`config.mk`:
```
export PLATFORM = sky130hd
export DESIGN_NAME = boundary_strength_profile_core
export DESIGN_NICKNAME = d
export VERILOG_FILES = /design/src/rtl/bsp_pkg.sv /design/src/rtl/bsp_div.sv /design/src/rtl/boundary_strength_profile_core.sv
export SDC_FILE = /design/constraint.sdc
export NUM_CORES = 1
export LEC_CHECK = 0
export BUFFER_PORTS_ARGS = -buffer_cell sky130_fd_sc_hd__buf_2
export CORE_MARGIN = 2
export CORE_UTILIZATION = 53
export DETAILED_ROUTE_END_ITERATION = 8
export PLACE_DENSITY = 0.69
export RECOVER_POWER = 50
export SETUP_SLACK_MARGIN = 0.3
export SLEW_MARGIN = 15
export SYNTH_ARGS = -nofsm -noshare
export SYNTH_HDL_FRONTEND = slang
export SYNTH_HIERARCHICAL = 1
export SYNTH_SLANG_ARGS = --single-unit
export TNS_END_PERCENT = 30
```
`constraint.sdc`:
```
create_clock -name clk -period 19.8 [get_ports clk]
set_input_delay 5.94 -clock clk [delete_from_list [all_inputs] [get_ports clk]]
set_output_delay 5.94 -clock clk [all_outputs]
set_load 0.05 [all_outputs]
```
`src/rtl/bsp_pkg.sv`:
```
// Shared types and constants for the boundary strength profile core.
// Used by bsp_div, boundary_strength_profile_core and bsp_chk.
package bsp_pkg;

  localparam int unsigned VAL_W     = 24;  // profile value, Q.8 signed
  localparam int unsigned MAG_W     = VAL_W - 1;
  localparam int unsigned CHG_W     = 17;  // degree of change, Q0.16, 0..65536
  localparam int unsigned CSUM_W    = CHG_W + 1;
  localparam int unsigned STR_W     = 32;  // strength, Q.16 unsigned
  localparam int unsigned SUM_W     = 24;  // a + b of two nonnegative values
  localparam int unsigned REM_W     = SUM_W + 1;
  localparam int unsigned DIV_STEPS = CHG_W;
  localparam int unsigned CNT_W     = $clog2(DIV_STEPS);
  localparam int unsigned PROD_W    = MAG_W + CSUM_W;
  localparam int unsigned FRAC_SH   = 8;   // Q.24 product back to Q.16

  typedef enum logic [2:0] {
    ST_IDLE,
    ST_DIV,
    ST_NEXT,
    ST_EMIT_PREV,
    ST_EMIT_CUR
  } bsp_state_t;

  typedef struct packed {
    logic busy;
    logic done;
  } bsp_div_stat_t;

endpackage

```
`src/rtl/bsp_div.sv`:
```
// Restoring divider: quotient = diff * 2^16 / sum, one quotient bit a cycle.
// Requires diff <= sum and sum != 0. Depends on bsp_pkg.
module bsp_div (
  input  logic                         clk,
  input  logic                         rst_n,
  input  logic                         start,
  input  logic [bsp_pkg::SUM_W-1:0]    diff,
  input  logic [bsp_pkg::SUM_W-1:0]    sum,
  output logic [bsp_pkg::CHG_W-1:0]    quotient,
  output bsp_pkg::bsp_div_stat_t       stat
);
  import bsp_pkg::*;

  logic [REM_W-1:0] rem_r, rem_nxt;
  logic [SUM_W-1:0] sum_r, sum_nxt;
  logic [CHG_W-1:0] q_r, q_nxt;
  logic [CNT_W-1:0] cnt_r, cnt_nxt;
  logic             busy_r, busy_nxt;
  logic             done_r, done_nxt;
  logic             ge;
  logic [REM_W-1:0] rem_sub;

  assign ge      = rem_r >= {1'b0, sum_r};
  assign rem_sub = ge ? (rem_r - {1'b0, sum_r}) : rem_r;

  always_comb begin
    rem_nxt  = rem_r;
    sum_nxt  = sum_r;
    q_nxt    = q_r;
    cnt_nxt  = cnt_r;
    busy_nxt = busy_r;
    done_nxt = 1'b0;
    if (start) begin
      rem_nxt  = {1'b0, diff};
      sum_nxt  = sum;
      cnt_nxt  = CNT_W'(DIV_STEPS - 1);
      busy_nxt = 1'b1;
    end else if (busy_r) begin
      q_nxt = {q_r[CHG_W-2:0], ge};
      // remainder stays below sum, so the shift cannot overflow
      rem_nxt = {rem_sub[REM_W-2:0], 1'b0};
      if (cnt_r == '0) begin
        busy_nxt = 1'b0;
        done_nxt = 1'b1;
      end else begin
        cnt_nxt = cnt_r - 1'b1;
      end
    end
  end

  always_ff @(posedge clk) begin
    if (!rst_n) begin
      busy_r <= 1'b0;
      done_r <= 1'b0;
      cnt_r  <= '0;
    end else begin
      busy_r <= busy_nxt;
      done_r <= done_nxt;
      cnt_r  <= cnt_nxt;
    end
  end

  always_ff @(posedge clk) begin
    rem_r <= rem_nxt;
    sum_r <= sum_nxt;
    q_r   <= q_nxt;
  end

  assign quotient  = q_r;
  assign stat.busy = busy_r;
  assign stat.done = done_r;

endmodule

```
`src/rtl/boundary_strength_profile_core.sv`:
```
// Top level of the boundary strength profile core.
// Depends on bsp_pkg and bsp_div.
//
// Takes one Q.8 profile value per beat and gives the boundary strength of each value
// in Q.16, one value late: a beat yields the strength of the value before it, and a
// beat marked tlast also yields its own strength, tagged with tlast. When the degree of
// change needs a division, a beat passes through accept, 17 steps of the bit-serial
// divider (one quotient bit per cycle), its done strobe, dispatch and up to two result
// loads; when it does not, through accept, dispatch and up to two result loads. A new
// beat is taken only in idle, once the last has retired. Results leave through a
// one-entry output register; a stalled output holds the sequencer at its result load.
module boundary_strength_profile_core (
  input  logic                        clk,
  input  logic                        rst_n,
  input  logic                        in_tvalid,
  output logic                        in_tready,
  input  logic [23:0]                 in_tdata,   // [23:0] profile_value
  input  logic                        in_tlast,   // is_last
  output logic                        out_tvalid,
  input  logic                        out_tready,
  output logic [31:0]                 out_tdata,  // [31:0] strength
  output logic                        out_tlast   // last_of_run
);
  import bsp_pkg::*;

  bsp_state_t       state_r, state_nxt;
  logic [VAL_W-1:0] prev_val_r, prev_val_nxt;
  logic [CHG_W-1:0] prev_chg_r, prev_chg_nxt;
  logic             have_prev_r, have_prev_nxt;
  logic [VAL_W-1:0] cur_val_r, cur_val_nxt;
  logic             cur_last_r, cur_last_nxt;
  logic [CHG_W-1:0] chg_r, chg_nxt;
  logic             out_valid_r, out_valid_nxt;
  logic [STR_W-1:0] out_str_r, out_str_nxt;
  logic             out_last_r, out_last_nxt;

  logic             in_fire, out_free, emit;
  logic [VAL_W-1:0] op_a;
  logic [SUM_W-1:0] op_sum, op_diff;
  logic             op_skip;
  logic             div_start;
  logic [CHG_W-1:0] div_q;
  bsp_div_stat_t    div_stat;

  logic [VAL_W-1:0]  mul_val;
  logic [CSUM_W-1:0] mul_csum;
  logic [PROD_W-1:0] product;
  logic [STR_W-1:0]  strength;

  assign in_tready = (state_r == ST_IDLE);
  assign in_fire   = in_tvalid && in_tready;
  assign out_free  = !out_valid_r || out_tready;

  // Operands of the degree of change; the first value compares against zero.
  assign op_a    = have_prev_r ? prev_val_r : '0;
  assign op_sum  = {1'b0, op_a[MAG_W-1:0]} + {1'b0, in_tdata[MAG_W-1:0]};
  assign op_diff = (op_a[MAG_W-1:0] >= in_tdata[MAG_W-1:0])
                 ? {1'b0, op_a[MAG_W-1:0] - in_tdata[MAG_W-1:0]}
                 : {1'b0, in_tdata[MAG_W-1:0] - op_a[MAG_W-1:0]};
  assign op_skip   = op_a[VAL_W-1] || in_tdata[VAL_W-1] || (op_sum == '0);
  assign div_start = in_fire && !op_skip;

  bsp_div u_div (
    .clk      (clk),
    .rst_n    (rst_n),
    .start    (div_start),
    .diff     (op_diff),
    .sum      (op_sum),
    .quotient (div_q),
    .stat     (div_stat)
  );

  // Shared multiplier: pending value with both changes, or current value alone.
  always_comb begin
    if (state_r == ST_EMIT_PREV) begin
      mul_val  = prev_val_r;
      mul_csum = {1'b0, prev_chg_r} + {1'b0, chg_r};
    end else begin
      mul_val  = cur_val_r;
      mul_csum = {1'b0, chg_r};
    end
  end

  assign product  = PROD_W'(mul_val[MAG_W-1:0]) * PROD_W'(mul_csum);
  assign strength = (mul_val[VAL_W-1] || mul_val == '0)
                  ? '0 : product[FRAC_SH +: STR_W];

  always_comb begin
    state_nxt     = state_r;
    prev_val_nxt  = prev_val_r;
    prev_chg_nxt  = prev_chg_r;
    have_prev_nxt = have_prev_r;
    cur_val_nxt   = cur_val_r;
    cur_last_nxt  = cur_last_r;
    chg_nxt       = chg_r;
    emit          = 1'b0;
    out_last_nxt  = out_last_r;
    out_str_nxt   = out_str_r;
    unique case (state_r)
      ST_IDLE: begin
        if (in_fire) begin
          cur_val_nxt  = in_tdata;
          cur_last_nxt = in_tlast;
          chg_nxt      = '0;
          state_nxt    = op_skip ? ST_NEXT : ST_DIV;
        end
      end
      ST_DIV: begin
        if (div_stat.done) begin
          chg_nxt   = div_q;
          state_nxt = ST_NEXT;
        end
      end
      ST_NEXT: begin
        if (have_prev_r)     state_nxt = ST_EMIT_PREV;
        else if (cur_last_r) state_nxt = ST_EMIT_CUR;
        else                 state_nxt = ST_IDLE;
      end
      ST_EMIT_PREV: begin
        if (out_free) begin
          emit         = 1'b1;
          out_str_nxt  = strength;
          out_last_nxt = 1'b0;
          state_nxt    = cur_last_r ? ST_EMIT_CUR : ST_IDLE;
        end
      end
      ST_EMIT_CUR: begin
        if (out_free) begin
          emit         = 1'b1;
          out_str_nxt  = strength;
          out_last_nxt = 1'b1;
          state_nxt    = ST_IDLE;
        end
      end
      default: state_nxt = ST_IDLE;
    endcase
    // Retire the item: hold it as pending, or close the run after last.
    if (state_r != ST_IDLE && state_nxt == ST_IDLE) begin
      if (cur_last_r) begin
        prev_val_nxt  = '0;
        prev_chg_nxt  = '0;
        have_prev_nxt = 1'b0;
      end else begin
        prev_val_nxt  = cur_val_r;
        prev_chg_nxt  = chg_r;
        have_prev_nxt = 1'b1;
      end
    end
  end

  assign out_valid_nxt = emit ? 1'b1 : (out_tready ? 1'b0 : out_valid_r);

  always_ff @(posedge clk) begin
    if (!rst_n) begin
      state_r     <= ST_IDLE;
      have_prev_r <= 1'b0;
      prev_val_r  <= '0;
      prev_chg_r  <= '0;
      out_valid_r <= 1'b0;
    end else begin
      state_r     <= state_nxt;
      have_prev_r <= have_prev_nxt;
      prev_val_r  <= prev_val_nxt;
      prev_chg_r  <= prev_chg_nxt;
      out_valid_r <= out_valid_nxt;
    end
  end

  always_ff @(posedge clk) begin
    cur_val_r  <= cur_val_nxt;
    cur_last_r <= cur_last_nxt;
    chg_r      <= chg_nxt;
    out_str_r  <= out_str_nxt;
    out_last_r <= out_last_nxt;
  end

  assign out_tvalid = out_valid_r;
  assign out_tdata  = out_str_r;
  assign out_tlast  = out_last_r;

endmodule

```
Yosys cells after proc, flatten, opt, wreduce, memory -nomap -nowiden --
Cells that the tools add are included.
Operators by class: equal/unequal tests 9, magnitude comparators 2, multiply operators 1, add/subtract/negate cells 6, muxes and demuxes 35, bitwise logic cells 4, reductions and logical operators 29
Operator list (number):
- 2-to-1 mux 24 bit | 6
- 2-to-1 mux 17 bit | 3
- logical NOT 24 bit | 2
- subtractor 23 bit | 2
- multiplier 23 x 18 -> 40 bit | 1
- case mux 17 bit (2 select lines) | 1
- greater-or-equal comparator 25 x 24 -> 1 bit | 1
- adder 23 x 23 -> 24 bit | 1
- subtractor 24 bit | 1
- greater-or-equal comparator 23 bit | 1
- 2-to-1 mux 23 bit | 1
- adder 17 x 17 -> 18 bit | 1
- 2-to-1 mux 18 bit | 1
- 2-to-1 mux 3 bit | 6
- 2-to-1 mux 5 bit | 3
- case mux 3 bit (5 select lines) | 1
- 2-to-1 mux 1 bit | 11
- AND reduction 2 bit | 5
- nonzero test 2 bit | 4
- equality test 3 x 2 -> 1 bit, second input constant | 2
- logical NOT 3 bit | 2
- != test 2 bit, second input constant | 3
- AND reduction 3 bit | 2
- logical NOT 5 bit | 1
- 13 further kinds | 24
Storage, ports and cells: output and inout bits 35, logic and storage cells 104, register bits 194, input port bits 29

Depth between registers and ports, before layout --
Gate-level depths: netlist (run 1).
depth in word-level cells 9, depth in mapped cells 35, mapped depth without buffers 33

Hierarchy --
The synthesis (run 1) kept the hierarchy.
By module, submodules not included:
- boundary_strength_profile_core | instances 1, area an instance 22770.6 um^2, sequential area each 3173.0 um^2, cells each 2686
- bsp_div | instances 1, area an instance 4230.3 um^2, sequential area each 2112.0 um^2, cells each 388

Worst setup path after synthesis (run 1) --
OpenSTA, ideal clock, no wires.
path type input to register, start input in_tdata[0], end register u_div.rem_r[0] (enable), path buffers 2, stages on the path 15, setup time 0.358 ns, data arrival time 10.141 ns, data required time 19.442 ns, slack 9.300 ns, path through ha_1 inv_1 fa_1 o21bai_1 a21oi_1 nor3b_1 o21ai_1 a41oi_1 xnor2_1 nand4b_1 and4bb_1 nor2_1 clkbuf_1 clkbuf_1 or2_2
On the way: longest elaborated chain between the ends 6
RTL lines:
- start: declaration | line boundary_strength_profile_core.sv:17 | input logic [23:0] in_tdata,
- adder 23 x 23 -> 24 bit | line boundary_strength_profile_core.sv:56 | assign op_sum = {1'b0, op_a[MAG_W-1:0]} + {1'b0, in_tdata[MAG_W-1:0]};
- via op_sum[18] | line boundary_strength_profile_core.sv:39 | logic [SUM_W-1:0] op_sum, op_diff;
- logical NOT 24 bit | line boundary_strength_profile_core.sv:60 | assign op_skip = op_a[VAL_W-1] || in_tdata[VAL_W-1] || (op_sum == '0);
- logical OR 1 bit | line boundary_strength_profile_core.sv:60
- logical NOT 1 bit | line boundary_strength_profile_core.sv:61 | assign div_start = in_fire && !op_skip;
- logical AND 1 bit | line boundary_strength_profile_core.sv:61
- via div_start | line boundary_strength_profile_core.sv:41 | logic div_start;
- nonzero test 2 bit (no line)
- end signal: assignment | line bsp_div.sv:64 | rem_r <= rem_nxt;
- end: declaration | line bsp_div.sv:14 | logic [REM_W-1:0] rem_r, rem_nxt;
The timed path passes the listed nets, and every way through them passes these cells. A chain may end at the register's enable or synchronous reset.

Worst setup path after layout (run 1) --
start register state_r[2], end register out_str_r[30] (netlist: out_tdata[30]) (data pin)
On the way: longest elaborated chain between the ends 4, elaborated cells on any way between the ends 6, those cells by class mul (1); eq/ne (1); mux (2); reduce/logical (2)
RTL lines:
- start: declaration | line boundary_strength_profile_core.sv:26 | bsp_state_t state_r, state_nxt;
- start signal: assignment | line boundary_strength_profile_core.sv:161 | state_r <= state_nxt;
- equality test 3 x 2 -> 1 bit * | line boundary_strength_profile_core.sv:75, boundary_strength_profile_core.sv:99
- branches (longest 3 deep; another with multiplier 23 x 18 -> 40 bit)
- end signal: assignment | line boundary_strength_profile_core.sv:173 | out_str_r <= out_str_nxt;
- end: declaration | line boundary_strength_profile_core.sv:34 | logic [STR_W-1:0] out_str_r, out_str_nxt;
Mark *: on every way between the ends.

==> key figures, run 1 <==
Status
  • Outcome: finished, violations left
  • Failing checks: max-capacitance violations, max-slew violations

Floorplan
  • Initial Util: between 50 and 60%
  • Top-Level Pins: between 60 and 70
  • Die width: roughly 230 um
  • Die area: ~0.053 sq mm
  • FP Rows: just over 80
  • Core area: 0.05017 sq mm
  • Die height: ~230 um

Cells and area
  • # nets final: approximately 3600
  • Area delta synth->final: 4.506%
  • Final instance area: between 0.02 and 0.03 sq mm
  • Layout cells sized above 1: 3.834%
  • Non-Filler Instances: 3725
  • # fillers: about 4600

Power and ir drop
  • Clock network fraction of design power: under 10%
  • Pwr Total: approximately 0.0049 W
  • Pwr per Cell Area: 172.4 mW/mm^2
  • Sw frac: around half
  • Pint: about 0.0024 W
  • Peak VDD IR: 372.7 uV
  • Sequential Power Share: 12.4%
  • Leak pwr: around 13 nW
  • Combinational power share: between 80% and 90%
  • NetSw: 0.002508 W

Setup path
  • Req. time, crit path: between 20 and 25 ns
  • RR Startpoint: state_r[2]$_SDFF_PN0_
  • CP arrival: 11.46 ns
  • CP bufs+invs: 5
  • R2R Setup Slk: between 8 and 9 ns
  • CP peak stage delay: 2.74 ns
  • Reg-to-Reg End: out_tdata[30]$_SDFFCE_PP0P_
  • CP endpoint kind: flop
  • CP Class: flop to flop
  • Cell family with most CP delay: adder cells
  • CP Launch Type: flop
  • Reg2reg path depth: 25
  • CP Depth: 25
  • Most used cell, CP: fa_1
  • CP max FO: 74
  • CP max stage cell: clkbuf_1

Detailed routing
  • Routed Antenna Nets: 0
  • Initial DRC Count: roughly 1700
  • Via Count: ~22000
  • Final WL: between 70000 and 80000 um
  • Via-to-Cell Ratio: roughly 5.8
  • # DRC: 0
  • TritonRoute pass-1 iters: 6
  • Routed WL per cell: 19.61 um

Global routing
  • Initial antenna violation count: 3
  • Largest net degree at the start of global routing: between 80 and 90
  • Vias in the first global route: roughly 22000
  • GR Overflow Total: 0
  • First-pass GRT wire length: roughly 120000 um
  • Total GRT Usage: about 28%

Worst hold path
  • Hold Crit Start: u_div/quotient[15]$_DFFE_PP_
  • Worst hold path depth: 0
  • Min-delay worst type: flop to flop
  • Hold Path End: u_div/quotient[16]$_DFFE_PP_

Logic synthesis
  • Synth warnings: 6
  • Net Count, Synth: between 3000 and 4000
  • Mapped Avg Cell Area: approximately 8.8 sq um
  • Post-Syn Area: ~0.027 sq mm
  • Cells after Synth: approximately 3100

Clock tree
  • CTS Buffer Depth: 2
  • Resized cells post-CTS: 0
  • Root buffer cell: clkbuf_16
  • Clock sink total: 194
  • CTS tree: yes
  • Hold-fix buffers at CTS: 0
  • Setup bufs post-CTS: 0
  • Worst skew pair latency: roughly 0.50 ns
  • H-tree depth: 4
  • Clk slew on worst S/H paths: approximately 0.08 ns
  • CTS Buf Count: 17

Timing
  • Final Cycle Share: roughly 57%
  • Hold WS: 0.4443 ns
  • Setup TNS: 0 ns
  • Fin crit period: between 10 and 15 ns
  • FMAX: between 80 and 90 MHz
  • Clock Skews: about 0.017 ns
  • Pins Over Slew Limit: between 200 and 250
  • Max transition margin: -157.9%
  • Hold violation count in the final report: 0
  • Final setup vio count: 0
  • Worst Tran Pin Value: between 3 and 4 ns
  • RSZ-0062 raised after global routing: no

Placement
  • GP Congestion: approximately 0.95
  • Placed Area: around 0.028 sq mm
  • Port Buf Inserts: 63
  • Placed insts: about 3700
  • HPWL after detailed placement: 58570 um

Flow run
  • Max-cap violation count: 5
[per-layer routing]
metal,global-route usage [%],share of wire (%),vias to the layer above
li1,-,-,9960
met1,37.25,42,10870
met2,47.95,49,740
met3,3.931,5.9,120
met4,10.65,3.3,4
met5,0,0.034,-
[state kept, by name, indices dropped and copies added (netlist names)]
name and count:
u_div/cnt_r 5, prev_val_r 24, state_r 3, u_div/quotient 17, u_div/done_r 1, cur_last_r 1, have_prev_r 1, u_div/sum_r 24
out_tvalid 1, u_div/rem_r 25, cur_val_r 24, out_tdata 32, prev_chg_r 17, u_div/busy_r 1, out_tlast 1, chg_r 17
[layout make-up]
type / instances / area, sq um / area share (%)
clock buffer: 19 / 432.9 / 1.535
inverter: 527 / 1978 / 7.012
timing repair buffer: 84 / 381.6 / 1.353
sequential: 194 / 5285 / 18.74
clock inverter: 13 / 141.4 / 0.5012
tap: 672 / 840.8 / 2.981
antenna: 1 / 2.502 / 0.008871
multi-input combinational: 2215 / 19150 / 67.87
[cells in the final DEF (no fill, tap or decap), types with 55 or more instances in the layout]
cell type	instances
edfxtp_1	140
fa_1	338
nor2_1	200
inv_1	524
nand2_1	418
nor3_1	57
xnor2_1	62
clkbuf_1	67
and2_1	55
nor2b_1	65
a21oi_1	165
ha_1	219
[power by group through the flow]
stage,combinational [W],sequential (W),clock (W)
after floorplan,0.00304,0.000643,0
after global placement,0.00379,0.000612,0
after detailed placement,0.00387,0.000613,0
after CTS,0.00390,0.000604,0.000363
after global routing,0.00444,0.000609,0.000377
final,0.00390,0.000605,0.000354
[per-stage QoR]
stage               util [%]  setup slack (ns)
floorplan                  -             9.300
global placement       55.27             9.126
detailed placement     55.27             8.971
CTS                    56.42             9.513
global route           56.22             7.904
finish                 56.23             8.583
[worst max path at each step]
stage                               start                           end  slack, ns
finish              state_r[2]$_SDFF_PN0_   out_tdata[30]$_SDFFCE_PP0P_       8.58
global placement              in_tdata[7]     u_div/rem_r[17]$_DFFE_PP_       9.13
CTS                           in_tdata[7]      u_div/rem_r[1]$_DFFE_PP_       9.51
floorplan                     in_tdata[0]  u_div/rem_r[0]$_SDFFCE_PN0P_       9.30
detailed placement            in_tdata[7]     u_div/rem_r[14]$_DFFE_PP_       8.97
global route        state_r[2]$_SDFF_PN0_   out_tdata[31]$_SDFFCE_PP0P_       7.90
Note: power is estimated with default switching activity, not from simulation.
==> run 2: changes to the inputs <==
clock period = 10.7 ns   (was 19.8 ns; I/O delays follow)
==> run 2 against run 1 <==
Against the previous run: utilization rose by 0.18 points; hold slack improved by 0.0023 ns; cell count grew 0.21%; register-to-register slack worse by 7.2 ns; non-clock buffer count grew 9; critical endpoint is now out_tdata[31]$_SDFFCE_PP0P_; highest routed layer unchanged; the flow still finishes with violations (max-capacitance violations, max-slew violations); worst setup slack got worse by 7.2 ns; routed wire length up 3.5%; combinational power is 90% higher.
==> key figures, run 2 (synthesis results as in run 1) <==
Detailed routing
  • Initial DRC Count: 1610
  • Routed Antenna Nets: 0
  • Via Count: 21650
  • Via-to-Cell Ratio: approximately 5.8
  • TritonRoute pass-1 iters: 6
  • Routed WL per cell: 20.25 um
  • # DRC: 0
  • Final WL: between 70000 and 80000 um

Floorplan
  • Top-Level Pins: 64
  • Die width: between 200 and 250 um
  • Die height: between 200 and 250 um
  • Initial Util: 53.80%
  • Core area: 0.05017 sq mm
  • FP Rows: a little over 80
  • Die area: 0.05275 sq mm

Timing
  • Setup TNS: 0 ns
  • Max transition margin: -59.93%
  • Fin crit period: roughly 9.4 ns
  • Final Cycle Share: about 87%
  • Worst Tran Pin Value: between 2 and 2.5 ns
  • Final setup vio count: 0
  • Setup WS post-layout: ~1.3 ns
  • Clock Skews: approximately 0.017 ns
  • RSZ-0062 raised after global routing: no
  • FMAX: ~110 MHz
  • Hold violation count in the final report: 0
  • Pins Over Slew Limit: ~100
  • Hold WS: 0.4466 ns

Cells and area
  • Final core occ: 56.41%
  • Commonest non-fill, non-tap cell in the layout: inv_1
  • Area delta synth->final: 4.848%
  • Largest register FFs: 32
  • Commonest non-fill, non-tap cells in the layout: inv_1, nand2_1, fa_1, ha_1, nor2_1
  • Antenna diodes: 0
  • Non-Filler Instances: 3733
  • # nets final: roughly 3600
  • Layout cells sized above 1: ~4.2%

Setup path
  • Req. time, crit path: about 11 ns
  • Worst Setup EP: out_tdata[31]$_SDFFCE_PP0P_
  • CP peak stage delay: just under 0.6 ns
  • R2R Setup Slk: around 1.3 ns
  • Cell family with most CP delay: compound AO/OA/AOI/OAI gates
  • CP max FO: 13
  • CP arrival: about 9.6 ns
  • CP Class: flop to flop
  • CP Launch Type: flop
  • Most used cell, CP: fa_1
  • Reg2reg path depth: 31
  • CP endpoint kind: flop
  • CP bufs+invs: 4
  • CP max stage cell: o31a_1
  • CP Depth: 31
  • RR Startpoint: chg_r[0]$_SDFFCE_PP0P_
  • Reg-to-Reg End: out_tdata[31]$_SDFFCE_PP0P_
  • Critical path launch point: chg_r[0]$_SDFFCE_PP0P_

Clock tree
  • CTS Buf Count: 17
  • Hold-fix buffers at CTS: 0
  • H-tree depth: 4
  • Clock sink total: 194
  • Worst skew pair latency: 0.51 ns
  • Setup bufs post-CTS: 0
  • Clk slew on worst S/H paths: ~0.08 ns
  • Resized cells post-CTS: 0
  • CTS Buffer Depth: 2
  • CTS tree: yes
  • Root buffer cell: clkbuf_16

Global routing
  • Vias in the first global route: approximately 22000
  • Initial antenna violation count: 1
  • Total GRT Usage: between 20% and 30%
  • GR Overflow Total: 0
  • Largest net degree at the start of global routing: 52
  • First-pass GRT wire length: 121900 um

Placement
  • HPWL after detailed placement: about 60000 um
  • GP Congestion: 0.9461
  • Placed insts: 3700
  • Port Buf Inserts: 63
  • Place WS: roughly 1.4 ns

Flow run
  • Max-cap violation count: 3

Power and ir drop
  • Pwr per Cell Area: between 300 and 400 mW/mm^2
  • Peak VDD IR: about 540 uV
  • Sw frac: 52.16%
  • NetSw: approximately 0.0048 W
  • Leak pwr: ~13 nW
  • Clock network fraction of design power: approximately 7.3%
  • Combinational power share: about four fifths
  • Pint: 0.004405 W
  • Sequential Power Share: between 10 and 15%

Worst hold path
  • Min-delay worst type: flop to flop

Status
  • Outcome: finished, violations left
  • Failing checks: max-capacitance violations, max-slew violations
## run 2: worst reg2reg max path, delay by kind of cell, from the launching register on
kind / cells / cell delay, ns
AO/OA/AOI/OAI: 15 / 4.06
adder cells (fa/ha/maj): 9 / 4.01
buffers and inverters: 4 / 0.22
flip-flops: 1 / 0.40
multiplexers: 1 / 0.12
AND/OR/NAND/NOR: 2 / 0.27
## run 2: per-layer routing
layer / GRT usage [%] / up-vias / part of all wire (%)
met2: 49.06 / 650 / 48
met5: 0 / - / 0.017
met1: 39.38 / 10880 / 43
met4: 11.14 / 2 / 3.4
li1: - / 9979 / -
met3: 4.849 / 138 / 5.7
## run 2: worst min path at each step
| stage | startpoint | to | slack [ns] | cells past startpoint |
|---|---|---|---|---|
| after CTS | u_div/quotient[0]$_DFFE_PP_ | u_div/quotient[1]$_DFFE_PP_ | 0.45 | 0 |
| after global placement | u_div/quotient[9]$_DFFE_PP_ | u_div/quotient[10]$_DFFE_PP_ | 0.43 | 0 |
| final | u_div/quotient[0]$_DFFE_PP_ | u_div/quotient[1]$_DFFE_PP_ | 0.45 | 0 |
| after detailed placement | u_div/quotient[11]$_DFFE_PP_ | u_div/quotient[12]$_DFFE_PP_ | 0.43 | 0 |
| after global routing | u_div/quotient[0]$_DFFE_PP_ | u_div/quotient[1]$_DFFE_PP_ | 0.46 | 0 |
| after floorplan | u_div/quotient[9]$_DFFE_PP_ | u_div/quotient[10]$_DFFE_PP_ | 0.42 | 0 |
## run 2: layout make-up
cell class                      count  area [sq um]
Fill cell                        4602         21870
Multi-Input combinational cell   2215         19140
Sequential cell                   194          5285
Inverter                          527          1978
Tap cell                          672         840.8
Timing Repair Buffer               93         455.4
Clock buffer                       17         425.4
Clock inverter                     15         178.9
## run 2: through the flow
stage	cell area, sq um	total power [W]
floorplan	26990	0.006820
global placement	27790	0.008212
detailed placement	27790	0.008443
CTS	28390	0.009179
global route	28300	0.01024
finish	28300	0.009209
## run 2: power by group through the flow
stage / Combinational (W) / Clock (W) / Sequential (W)
after floorplan: 0.00563 / 0 / 0.00119
after global placement: 0.00709 / 0 / 0.00113
after detailed placement: 0.00731 / 0 / 0.00113
after CTS: 0.00738 / 0.000687 / 0.00111
after global routing: 0.00841 / 0.000713 / 0.00112
final: 0.00742 / 0.000675 / 0.00111
